==> src/rtl/core/qrs_pkg.sv <==
// ----------------------------------------------------------------------------
// qrs_pkg
// Shared widths, constants and control types of the quadratic root solver.
// ----------------------------------------------------------------------------
package qrs_pkg;

  localparam int unsigned IN_W          = 31;
  localparam int unsigned OUT_W         = 52;
  localparam int unsigned CNT_W         = 2;
  localparam int unsigned PROD_W        = 2 * IN_W;
  localparam int unsigned D_W           = 64;
  localparam int unsigned ROOT_W        = D_W / 2;
  localparam int unsigned REM_W         = ROOT_W + 2;
  localparam int unsigned NUM_W         = ROOT_W + 2;
  localparam int unsigned DEN_W         = IN_W + 1;
  localparam int unsigned FRAC_BITS_DEF = 20;

  localparam logic [CNT_W-1:0] CNT_NONE = 2'd0;
  localparam logic [CNT_W-1:0] CNT_ONE  = 2'd1;
  localparam logic [CNT_W-1:0] CNT_TWO  = 2'd2;

  typedef struct packed {
    logic valid;
    logic a_zero;
    logic d_neg;
    logic d_zero;
  } ctrl_t;

  typedef struct packed {
    logic [REM_W-1:0]  rem;
    logic [ROOT_W-1:0] root;
    logic [D_W-1:0]    dsh;
    logic              a_neg;
    logic [IN_W-1:0]   a_mag;
    logic [IN_W-1:0]   b;
  } sq_t;

endpackage

==> src/rtl/core/qrs_sqrt_cell.sv <==
// ----------------------------------------------------------------------------
// qrs_sqrt_cell
// One digit of the floored square root: retires two bits of the operand.
// ----------------------------------------------------------------------------
module qrs_sqrt_cell (
  input  logic           clk_i,
  input  logic           rst_ni,
  input  logic           adv_i,
  input  qrs_pkg::ctrl_t ctl_i,
  input  qrs_pkg::sq_t   sq_i,
  output qrs_pkg::ctrl_t ctl_o,
  output qrs_pkg::sq_t   sq_o
);
  import qrs_pkg::*;

  ctrl_t            ctl_q;
  sq_t              sq_q, sq_d;
  logic [REM_W+1:0] rem2, trial;
  logic             ge;

  always_comb begin
    rem2  = {sq_i.rem, sq_i.dsh[D_W-1 -: 2]};
    trial = {2'b00, sq_i.root, 2'b01};
    ge    = rem2 >= trial;
    sq_d       = sq_i;
    sq_d.dsh   = {sq_i.dsh[D_W-3:0], 2'b00};
    sq_d.rem   = ge ? REM_W'(rem2 - trial) : REM_W'(rem2);
    sq_d.root  = {sq_i.root[ROOT_W-2:0], ge};
  end

  always_ff @(posedge clk_i or negedge rst_ni) begin
    if (!rst_ni) begin
      ctl_q <= '0;
    end else if (adv_i) begin
      ctl_q <= ctl_i;
    end
  end

  always_ff @(posedge clk_i) begin
    if (adv_i) begin
      sq_q <= sq_d;
    end
  end

  assign ctl_o = ctl_q;
  assign sq_o  = sq_q;
endmodule

==> config.mk <==
export PLATFORM = sky130hd
export DESIGN_NAME = qrs_sqrt_cell
export DESIGN_NICKNAME = d
export VERILOG_FILES = /design/src/rtl/core/qrs_pkg.sv /design/src/rtl/core/qrs_sqrt_cell.sv
export SDC_FILE = /design/constraint.sdc
export NUM_CORES = 1
export LEC_CHECK = 0
export BUFFER_PORTS_ARGS = -buffer_cell sky130_fd_sc_hd__buf_4
export CAP_MARGIN = 20
export CORE_AREA = 2 2 152 154
export CTS_CLUSTER_SIZE = 10
export DETAILED_ROUTE_END_ITERATION = 6
export DIE_AREA = 0 0 154 156
export HOLD_SLACK_MARGIN = 0.12
export PLACE_DENSITY = 0.75
export SKIP_LAST_GASP = 1
export SLEW_MARGIN = 20
export SYNTH_ARGS = -nofsm -noshare
export SYNTH_HDL_FRONTEND = slang
export SYNTH_SLANG_ARGS = --single-unit
==> constraint.sdc <==
create_clock -name clk_i -period 1.7 [get_ports clk_i]
set_clock_uncertainty 0.2 [all_clocks]
set_input_delay 0.17 -clock clk_i [delete_from_list [all_inputs] [get_ports clk_i]]
set_output_delay 0.17 -clock clk_i [all_outputs]
set_load 0.005 [all_outputs]
==> metrics.txt <==
outcome complete, but fails checks; failing checks hold timing, setup timing; Setup crit end sq_o[192]$_DFFE_PP_; post-synth top area cell edfxtp_1; CTS sink count 195; Pwr Density 840 nW/µm²; CORE AREA 22,400 µm²; minimum clock period 2.37 ns; IO Port Bufs 394; fillcell total 1,350; leakage 7.19 nW; CP Data Required Time 1.77 ns; CTS Root Cell clkbuf_16; placed insts 1,355; fraction of layout cells with a size suffix above 1 54.2%; synth top area cells edfxtp_1, ha_1, nand2_1; chip width 154 µm; clock latency at the later pin of the worst-skew pair 0.45 ns; Total Neg Setup Slack -17.45 ns; Max Slew Vio Count 0; cell row count 55; Post-synth ARST share 2.05%; CTS tree yes; vias in the first global route 8,308; Worst Setup SP sq_i[161]; largest net degree at the start of global routing 55; Final period util 140%; critical path's top delay family compound AO/OA/AOI/OAI gates; DRC viols 0; initial cell density of the core 37.3%; Yosys cell types 64; Final setup viols 35; worst slack at placement -1.13 ns; VDD IR-drop max 0.670 mV; Worst-path clk slew 0.08 ns; cell area after layout 16,500 µm²; Nets 1,568; Final Hold Fails 1; setup slack, reg-to-reg 0.16 ns; Slew headroom 51.8%; R2R Path End ctl_o[1]$_DFFE_PN0P_; flops & latches, synth 195; CTS max path bufs 2; worst path bufs/invs 2; critical path type in -> reg; critical-path cell list buf_4 > ha_4 > buf_4 > o21ai_2 > a22oi_2 > o2111ai_2 > a2111oi_4 > o41ai_4 > and4b_1 > o41ai_4; wire per inst 22.1 µm; Antenna Violating Nets Remaining 0; Seq/Total Area, Yosys 69.9%; Post-Route WL 36,100 µm; final non-filler cell total 1,636; critical path depth 10; r2r startpoint ctl_o[1]$_DFFE_PN0P_; CTS Buf Count 17; slowest CP cell a2111oi_4; drt first pass iters 5; Cell Area, Placed 12,800 µm²; syn avg cell area 14.4 µm²; first-pass GRT wire length 50,200 µm; maxcap violations 0; RSZ-0062 raised after global routing true; CP Capture Type register; height of the die 156 µm; WP data arrival 2.44 ns; Syn-to-layout area delta 97.5%; slowest stage delay, CP 0.51 ns; worst slew pin tran 0.721 ns; Synthesis Warnings 0; fmax 421 MHz; ys flop type edfxtp_1; Iter 0 DRT Violations 499; Avg Vias per Cell 5.03; maximum fanout along the worst path 4; HP Class in -> reg; setup ws final -0.674 ns; H-tree depth 4; post-synthesis cell area 8350 µm²; grt ovf 0; initial antenna violation count 8; Hold WS -0.163 ns; CP Launch Type input port; Total GRT Usage 28.4%; GP Congestion 0.863; Vias 8,236; I/O Pins 397; die area 24,000 µm²; Syn Inst Count 578; dpl hpwl 22,600 µm; share of the synthesized area in the top cell type 68.7%; R2R cell count 2; Post-synth EDFFs 191
## registers in the layout (all words and copies together), names as in the netlist
name	count
sq_o	191
ctl_o	4
## worst min-delay path, delay by kind of cell
kind | cells | cell delay (ns)
AND/OR/NAND/NOR | 1 | 0.04
buffers and inverters | 1 | 0.08
AO/OA/AOI/OAI | 1 | 0.07
## repair_timing
action / in CTS / in global routing
cloned: 6 / 1
resized for setup: 96 / 74
hold endpoints to repair: 214 / 4
setup buffers: 31 / 13
endpoints found under the setup margin: 35 / 35
pin swaps: 51 / 43
hold buffers: 200 / 2
## routing by layer
layer  vias to the layer above  routed length (µm)  GRT usage (%)
met5                         -                  50              0
met4                         8                1960           13.6
met3                       116                2510           8.00
met2                       404               18200           49.7
met1                      4030               13400           32.1
li1                       3678                   -              -
## report_power, final
part           switching, mW  internal (mW)
logic                   1.60           2.14
clock network           2.14           2.01
registers              0.167           5.81
## cell usage after synthesis, types with 3 or more instances
library cell / n
o21ai_0: 41
o21a_1: 3
and3_2: 3
xnor2_1: 14
edfxtp_1: 191
and2_1: 3
o21ai_1: 4
dfrtp_1: 4
o41ai_2: 3
nor2_1: 18
nand2_1: 58
a31oi_1: 4
nand4_1: 6
mux2_2: 4
inv_1: 42
mux2i_1: 4
buf_2: 6
clkbuf_1: 4
nand2b_1: 5
nor3_1: 10
a21o_1: 19
ha_1: 34
nand3_1: 6
xor2_1: 13
o31ai_1: 4
a21oi_1: 28
## cells by family (layout without fill, tap and decap cells)
group | Yosys count | count (layout) | share of synthesized area [%]
multiplexers | 9 | 9 | 1.20
AO/OA/AOI/OAI | 133 | 134 | 11.2
buffers and inverters | 59 | 826 | 3.09
flip-flops | 195 | 195 | 69.9
other | 1 | 6 | 0.0449
AND/OR/NAND/NOR | 120 | 120 | 6.71
adder cells (fa/ha/maj) | 34 | 34 | 5.09
XOR/XNOR | 27 | 27 | 2.83
## per-stage QoR
stage | total power [mW] | hold slack (ns) | utilization (%)
after floorplan | 7.07 | -0.326 | -
final | 13.9 | -0.163 | 73.8
after global routing | 14.3 | -0.172 | 73.7
after detailed placement | 8.83 | -0.226 | 57.4
after CTS | 13.6 | -0.172 | 72.4
after global placement | 8.77 | -0.231 | 57.4
## worst min path at each step
stage                     startpoint              endpoint  slack [ns]  cells after the start
after floorplan               rst_ni  ctl_o[0]$_DFFE_PN0P_       -0.33                      0
after global placement        rst_ni  ctl_o[2]$_DFFE_PN0P_       -0.23                      1
after detailed placement      rst_ni  ctl_o[3]$_DFFE_PN0P_       -0.23                      1
after CTS                  sq_i[165]   sq_o[167]$_DFFE_PP_       -0.17                      3
after global routing       sq_i[164]   sq_o[166]$_DFFE_PP_       -0.17                      3
final                      sq_i[164]   sq_o[166]$_DFFE_PP_       -0.16                      3
## cell type report
cell class                      count  area [µm²]  share of cell area (%)
Inverter                           43         209                    1.27
Timing Repair Buffer              751        6410                    38.9
Sequential cell                   195        5840                    35.4
Tap cell                          285         357                    2.16
Clock inverter                     14         185                    1.12
Clock buffer                       18         429                    2.60
Antenna cell                        4        10.0                  0.0607
Multi-Input combinational cell    326        3060                    18.5
## cell usage in the layout (no fill, tap or decap), types with 16 or more instances in the layout
| cell | instances |
|---|---|
| a21oi_1 | 19 |
| nand2_1 | 35 |
| clkbuf_16 | 18 |
| ha_4 | 21 |
| o21ai_2 | 23 |
| a21o_1 | 19 |
| buf_4 | 511 |
| nand2_4 | 16 |
| inv_1 | 24 |
| buf_6 | 20 |
| dlygate4sd3_1 | 202 |
| edfxtp_1 | 191 |
Power figures use the tool's default switching activity.
