===== config.mk =====
export PLATFORM = sky130hd
export DESIGN_NAME = qrs_div_cell
export DESIGN_NICKNAME = d
export VERILOG_FILES = /design/src/rtl/core/qrs_pkg.sv /design/src/rtl/core/qrs_div_cell.sv
export SDC_FILE = /design/constraint.sdc
export NUM_CORES = 1
export LEC_CHECK = 0
export BUFFER_PORTS_ARGS = -buffer_cell sky130_fd_sc_hd__clkbuf_2
export CORE_AREA = 2 2 163 165
export CTS_CLUSTER_DIAMETER = 100
export DETAILED_ROUTE_END_ITERATION = 7
export DIE_AREA = 0 0 165 167
export GPL_ROUTABILITY_DRIVEN = 1
export HOLD_SLACK_MARGIN = 0.05
export PLACE_DENSITY = 0.74
export SYNTH_ARGS = -nofsm -noshare
export SYNTH_HDL_FRONTEND = slang
export SYNTH_SLANG_ARGS = --single-unit

===== constraint.sdc =====
create_clock -name clk_i -period 1.82 [get_ports clk_i]
set_input_delay 0.546 -clock clk_i [delete_from_list [all_inputs] [get_ports clk_i]]
set_output_delay 0.546 -clock clk_i [all_outputs]
set_load 0.05 [all_outputs]

===== src/rtl/core/qrs_pkg.sv =====
// ----------------------------------------------------------------------------
// qrs_pkg
// Shared widths, constants and control types of the quadratic root solver.
// ----------------------------------------------------------------------------
package qrs_pkg;

  localparam int unsigned IN_W          = 31;
  localparam int unsigned OUT_W         = 52;
  localparam int unsigned CNT_W         = 2;
  localparam int unsigned PROD_W        = 2 * IN_W;
  localparam int unsigned D_W           = 64;
  localparam int unsigned ROOT_W        = D_W / 2;
  localparam int unsigned REM_W         = ROOT_W + 2;
  localparam int unsigned NUM_W         = ROOT_W + 2;
  localparam int unsigned DEN_W         = IN_W + 1;
  localparam int unsigned FRAC_BITS_DEF = 20;

  localparam logic [CNT_W-1:0] CNT_NONE = 2'd0;
  localparam logic [CNT_W-1:0] CNT_ONE  = 2'd1;
  localparam logic [CNT_W-1:0] CNT_TWO  = 2'd2;

  typedef struct packed {
    logic valid;
    logic a_zero;
    logic d_neg;
    logic d_zero;
  } ctrl_t;

  typedef struct packed {
    logic [REM_W-1:0]  rem;
    logic [ROOT_W-1:0] root;
    logic [D_W-1:0]    dsh;
    logic              a_neg;
    logic [IN_W-1:0]   a_mag;
    logic [IN_W-1:0]   b;
  } sq_t;

endpackage


===== src/rtl/core/qrs_div_cell.sv =====
// ----------------------------------------------------------------------------
// qrs_div_cell
// One quotient bit of both restoring dividers (plus and minus roots).
// ----------------------------------------------------------------------------
module qrs_div_cell #(
  parameter int unsigned QW = 54
) (
  input  logic                        clk_i,
  input  logic                        rst_ni,
  input  logic                        adv_i,
  input  qrs_pkg::ctrl_t              ctl_i,
  input  logic [qrs_pkg::DEN_W-1:0]   den_i,
  input  logic [1:0]                  neg_i,
  input  logic [1:0][qrs_pkg::DEN_W-1:0] rem_i,
  input  logic [1:0][QW-1:0]          dq_i,
  output qrs_pkg::ctrl_t              ctl_o,
  output logic [qrs_pkg::DEN_W-1:0]   den_o,
  output logic [1:0]                  neg_o,
  output logic [1:0][qrs_pkg::DEN_W-1:0] rem_o,
  output logic [1:0][QW-1:0]          dq_o
);
  import qrs_pkg::*;

  ctrl_t                   ctl_q;
  logic [DEN_W-1:0]        den_q;
  logic [1:0]              neg_q;
  logic [1:0][DEN_W-1:0]   rem_q, rem_d;
  logic [1:0][QW-1:0]      dq_q, dq_d;
  logic [1:0][DEN_W-1:0]   rem2;
  logic [1:0]              ge;

  always_comb begin
    for (int l = 0; l < 2; l++) begin
      rem2[l]  = {rem_i[l][DEN_W-2:0], dq_i[l][QW-1]};
      ge[l]    = rem2[l] >= den_i;
      rem_d[l] = ge[l] ? rem2[l] - den_i : rem2[l];
      dq_d[l]  = {dq_i[l][QW-2:0], ge[l]};
    end
  end

  always_ff @(posedge clk_i or negedge rst_ni) begin
    if (!rst_ni) begin
      ctl_q <= '0;
    end else if (adv_i) begin
      ctl_q <= ctl_i;
    end
  end

  always_ff @(posedge clk_i) begin
    if (adv_i) begin
      den_q <= den_i;
      neg_q <= neg_i;
      rem_q <= rem_d;
      dq_q  <= dq_d;
    end
  end

  assign ctl_o = ctl_q;
  assign den_o = den_q;
  assign neg_o = neg_q;
  assign rem_o = rem_q;
  assign dq_o  = dq_q;
endmodule


==> flow_metrics.tcl <==
set metrics [dict create \
    status "complete, but fails checks" \
    violations "setup timing" \
    postPlaceCellArea_sq_um 15800 \
    fin_skew_ns 0 \
    finalHoldViolCount 0 \
    grt_usage_pct 27.1 \
    final_cells 1992 \
    rows 59 \
    drive_gt1_share_pct 59.9 \
    insertion_delay_ns 0.51 \
    nNetsFinal 1910 \
    yosysSeqAreaShare_pct 58.4 \
    grt_max_degree 60 \
    worstPathMaxFanout 12 \
    grt_pass1_wl_um 57100 \
    path_clk_slew_ns 0.07 \
    remaining_drc_errors 0 \
    floorplan.initialDensity_pct 41.8 \
    yosysWarningCount 0 \
    fin_area_sq_um 18100 \
    syn_to_final_growth_pct 68.3 \
    antenna_found_initial 10 \
    min_period_over_period_pct 151 \
    clock_path_buffers 3 \
    ys_ff_latch 210 \
    gp_congestion 0.941 \
    ys_types 65 \
    dp_cells 1906 \
    whs_path_depth 1 \
    chipWidth_um 165 \
    rsz0062_at_grt "true" \
    drt-wirelength-per-cell_um 20.4 \
    worstMarginPinSlew_ns 0.499 \
    required_ns 2.11 \
    period_needed_ns 2.75 \
    first_pass_iters 7 \
    numCtsBuffers 23 \
    synthFlopType "edfxtp_1" \
    num_vias 10510 \
    ir_drop_v 0.000785 \
    crit_arrival_ns 3.03 \
    grt_pass1_vias 10424 \
    port_buffers 420 \
    power_leakage_nw 8.08 \
    wl_um 40600 \
    syn_area_per_cell_sq_um 12.1 \
    crit_path_end_kind "flip-flop" \
    syn_inst 892 \
    worst_slack_ns -0.926 \
    grt_overflow 0 \
    p_per_area_nw_per_um2 917 \
    die_h_um 167 \
    dp_hpwl_um 29900 \
    die_area_sq_um 27600 \
    ant_nets 0 \
    cp_cell_sequence "clkbuf_16 > clkinv_8 > ha_4 > fa_2 > nor2b_4 > o31a_1 > o41a_1 > o21bai_4 > a211oi_4 > o41ai_4 > bufbuf_16 > mux2_4" \
    root_buffer "clkbuf_16" \
    clock-sinks 210 \
    netlist_area_sq_um 10800 \
    r2r_cells 1 \
    synth_fp_nets 1171 \
    critPathMaxStageDelay_ns 0.39 \
    critical_path_class "primary input to flip-flop" \
    vias_per_cell 5.28 \
    setup_viol 66 \
    max-cap-violations 0 \
    fmax_mhz 364 \
    core-area_sq_um 25800 \
    first_iter_violations 837 \
    pin_count 423 \
    crit_slowest_cell "bufbuf_16" \
    worst_hold_path_type "primary input to flip-flop" \
    crit_path_start_kind "primary input" \
    fillCellCount 1748 \
    cts_max_level 1 \
    relSlewSlack_pct 66.4 \
    cts_tree "yes" \
    slew_violations 0 \
    async_reset_ff_share_pct 1.90 \
    place_ws_ns -1.47 \
    synth_edf_count 206 \
]
==> flip-flops by register name, summed over array words and instances, names as in the netlist <==
register and flops:
ctl_o 4, neg_o 2, rem_o 64, den_o 32
dq_o 108
==> logic make-up after synthesis <==
logic type / Yosys count / synth area share, %
XOR/XNOR: 54 / 4.39
multiplexers: 20 / 2.34
AND/OR/NAND/NOR: 219 / 9.27
AO/OA/AOI/OAI: 245 / 14.7
flip-flops: 210 / 58.4
buffers and inverters: 78 / 3.09
adder cells (fa/ha/maj): 66 / 7.81
==> synth_stat cells (5+ instances only) <==
| cell type | n | area, sq um |
|---|---|---|
| a211oi_1 | 8 | 60.1 |
| a21o_1 | 18 | 135 |
| a21oi_1 | 104 | 521 |
| a31oi_1 | 11 | 68.8 |
| and2_1 | 7 | 43.8 |
| buf_2 | 7 | 35.0 |
| clkbuf_1 | 14 | 52.6 |
| edfxtp_1 | 206 | 6190 |
| ha_1 | 64 | 801 |
| inv_1 | 50 | 188 |
| mux2_2 | 13 | 146 |
| mux2_4 | 7 | 105 |
| nand2_1 | 44 | 165 |
| nand2b_1 | 7 | 43.8 |
| nand3_1 | 17 | 85.1 |
| nand4_1 | 14 | 87.6 |
| nor2_1 | 93 | 349 |
| nor2b_1 | 9 | 56.3 |
| nor3_1 | 14 | 70.1 |
| o21a_1 | 12 | 90.1 |
| o21ai_0 | 29 | 145 |
| o21bai_1 | 12 | 90.1 |
| o31a_1 | 5 | 43.8 |
| o31ai_1 | 5 | 37.5 |
| xnor2_1 | 29 | 254 |
| xor2_1 | 25 | 219 |
==> cell usage in the layout, fill, tap and decap left out, drive strengths merged, types with 20 or more instances in the layout <==
cell / instances
nand2: 44
nor2: 93
ha: 64
a21oi: 104
inv: 50
mux2: 20
clkbuf: 446
o21ai: 31
xnor2: 29
edfxtp: 206
buf: 321
xor2: 25
==> routing by layer <==
layer	routed length, um	global-route usage [%]	share of wire, %	vias to the layer above
li1	-	-	-	4855
met1	14800	29.9	36	5043
met2	21100	49.2	52	466
met3	2490	4.16	6.1	146
met4	2270	14.8	5.6	0
met5	0	0	0	-
==> power by group <==
part	switching (mW)	internal (mW)	total [mW]	leakage [nW]
clock	1.94	2.48	4.42	0.333
sequential	0.143	5.89	6.03	2.06
combinational	3.82	2.35	6.17	5.68
==> layout make-up <==
type | count | area [sq um] | share of cell area (%)
repair buffers | 742 | 5080 | 28.0
inverters | 50 | 245 | 1.35
clock inverters | 13 | 105 | 0.580
well taps | 335 | 419 | 2.31
multi-input cells | 604 | 5370 | 29.6
clock buffers | 28 | 594 | 3.28
diodes | 10 | 25.0 | 0.138
flip-flops and latches | 210 | 6290 | 34.7
==> path summary, 6_finish.rpt <==
check                          start         to  slack (ns)
min in group asynchronous     rst_ni   ctl_o[3]        0.39
max reg2reg                 ctl_o[0]   ctl_o[0]        1.06
min reg2reg                 ctl_o[2]   ctl_o[2]        0.52
max in group asynchronous     rst_ni   ctl_o[1]        1.28
max                        dq_i[107]  rem_o[46]       -0.93
min                         dq_i[66]   dq_o[67]        0.19
==> critical path, delay by kind of cell <==
family	cells	cell delay, ns
muxes	1	0.30
buffers and inverters	3	0.55
AOI/OAI and AO/OA	5	0.97
and+or+nand+nor	1	0.14
adders and majority gates	2	0.52
==> per-stage QoR <==
| step | power, mW | TNS (ns) | hold WS (ns) | util (%) |
|---|---|---|---|---|
| after floorplan | 9.41 | -66.79 | 0.250 | - |
| after global placement | 11.4 | -87.84 | 0.364 | 61.2 |
| after detailed placement | 11.4 | -89.32 | 0.370 | 61.2 |
| after CTS | 16.3 | -46.96 | 0.175 | 68.4 |
| after global routing | 17.2 | -51.31 | 0.175 | 70.4 |
| final | 16.6 | -47.82 | 0.187 | 70.4 |
==> repair_timing <==
action | 4_1_cts | 5_1_grt
gates resized for setup | 191 | 100
setup buffers | 16 | 20
endpoints found under the setup margin | 66 | 66
hold buffers | 1 | 0
endpoints found under the hold margin | 4 | 0
pin swaps | 34 | 32
gates cloned | 6 | 0
(Power assumes the default switching activity.)
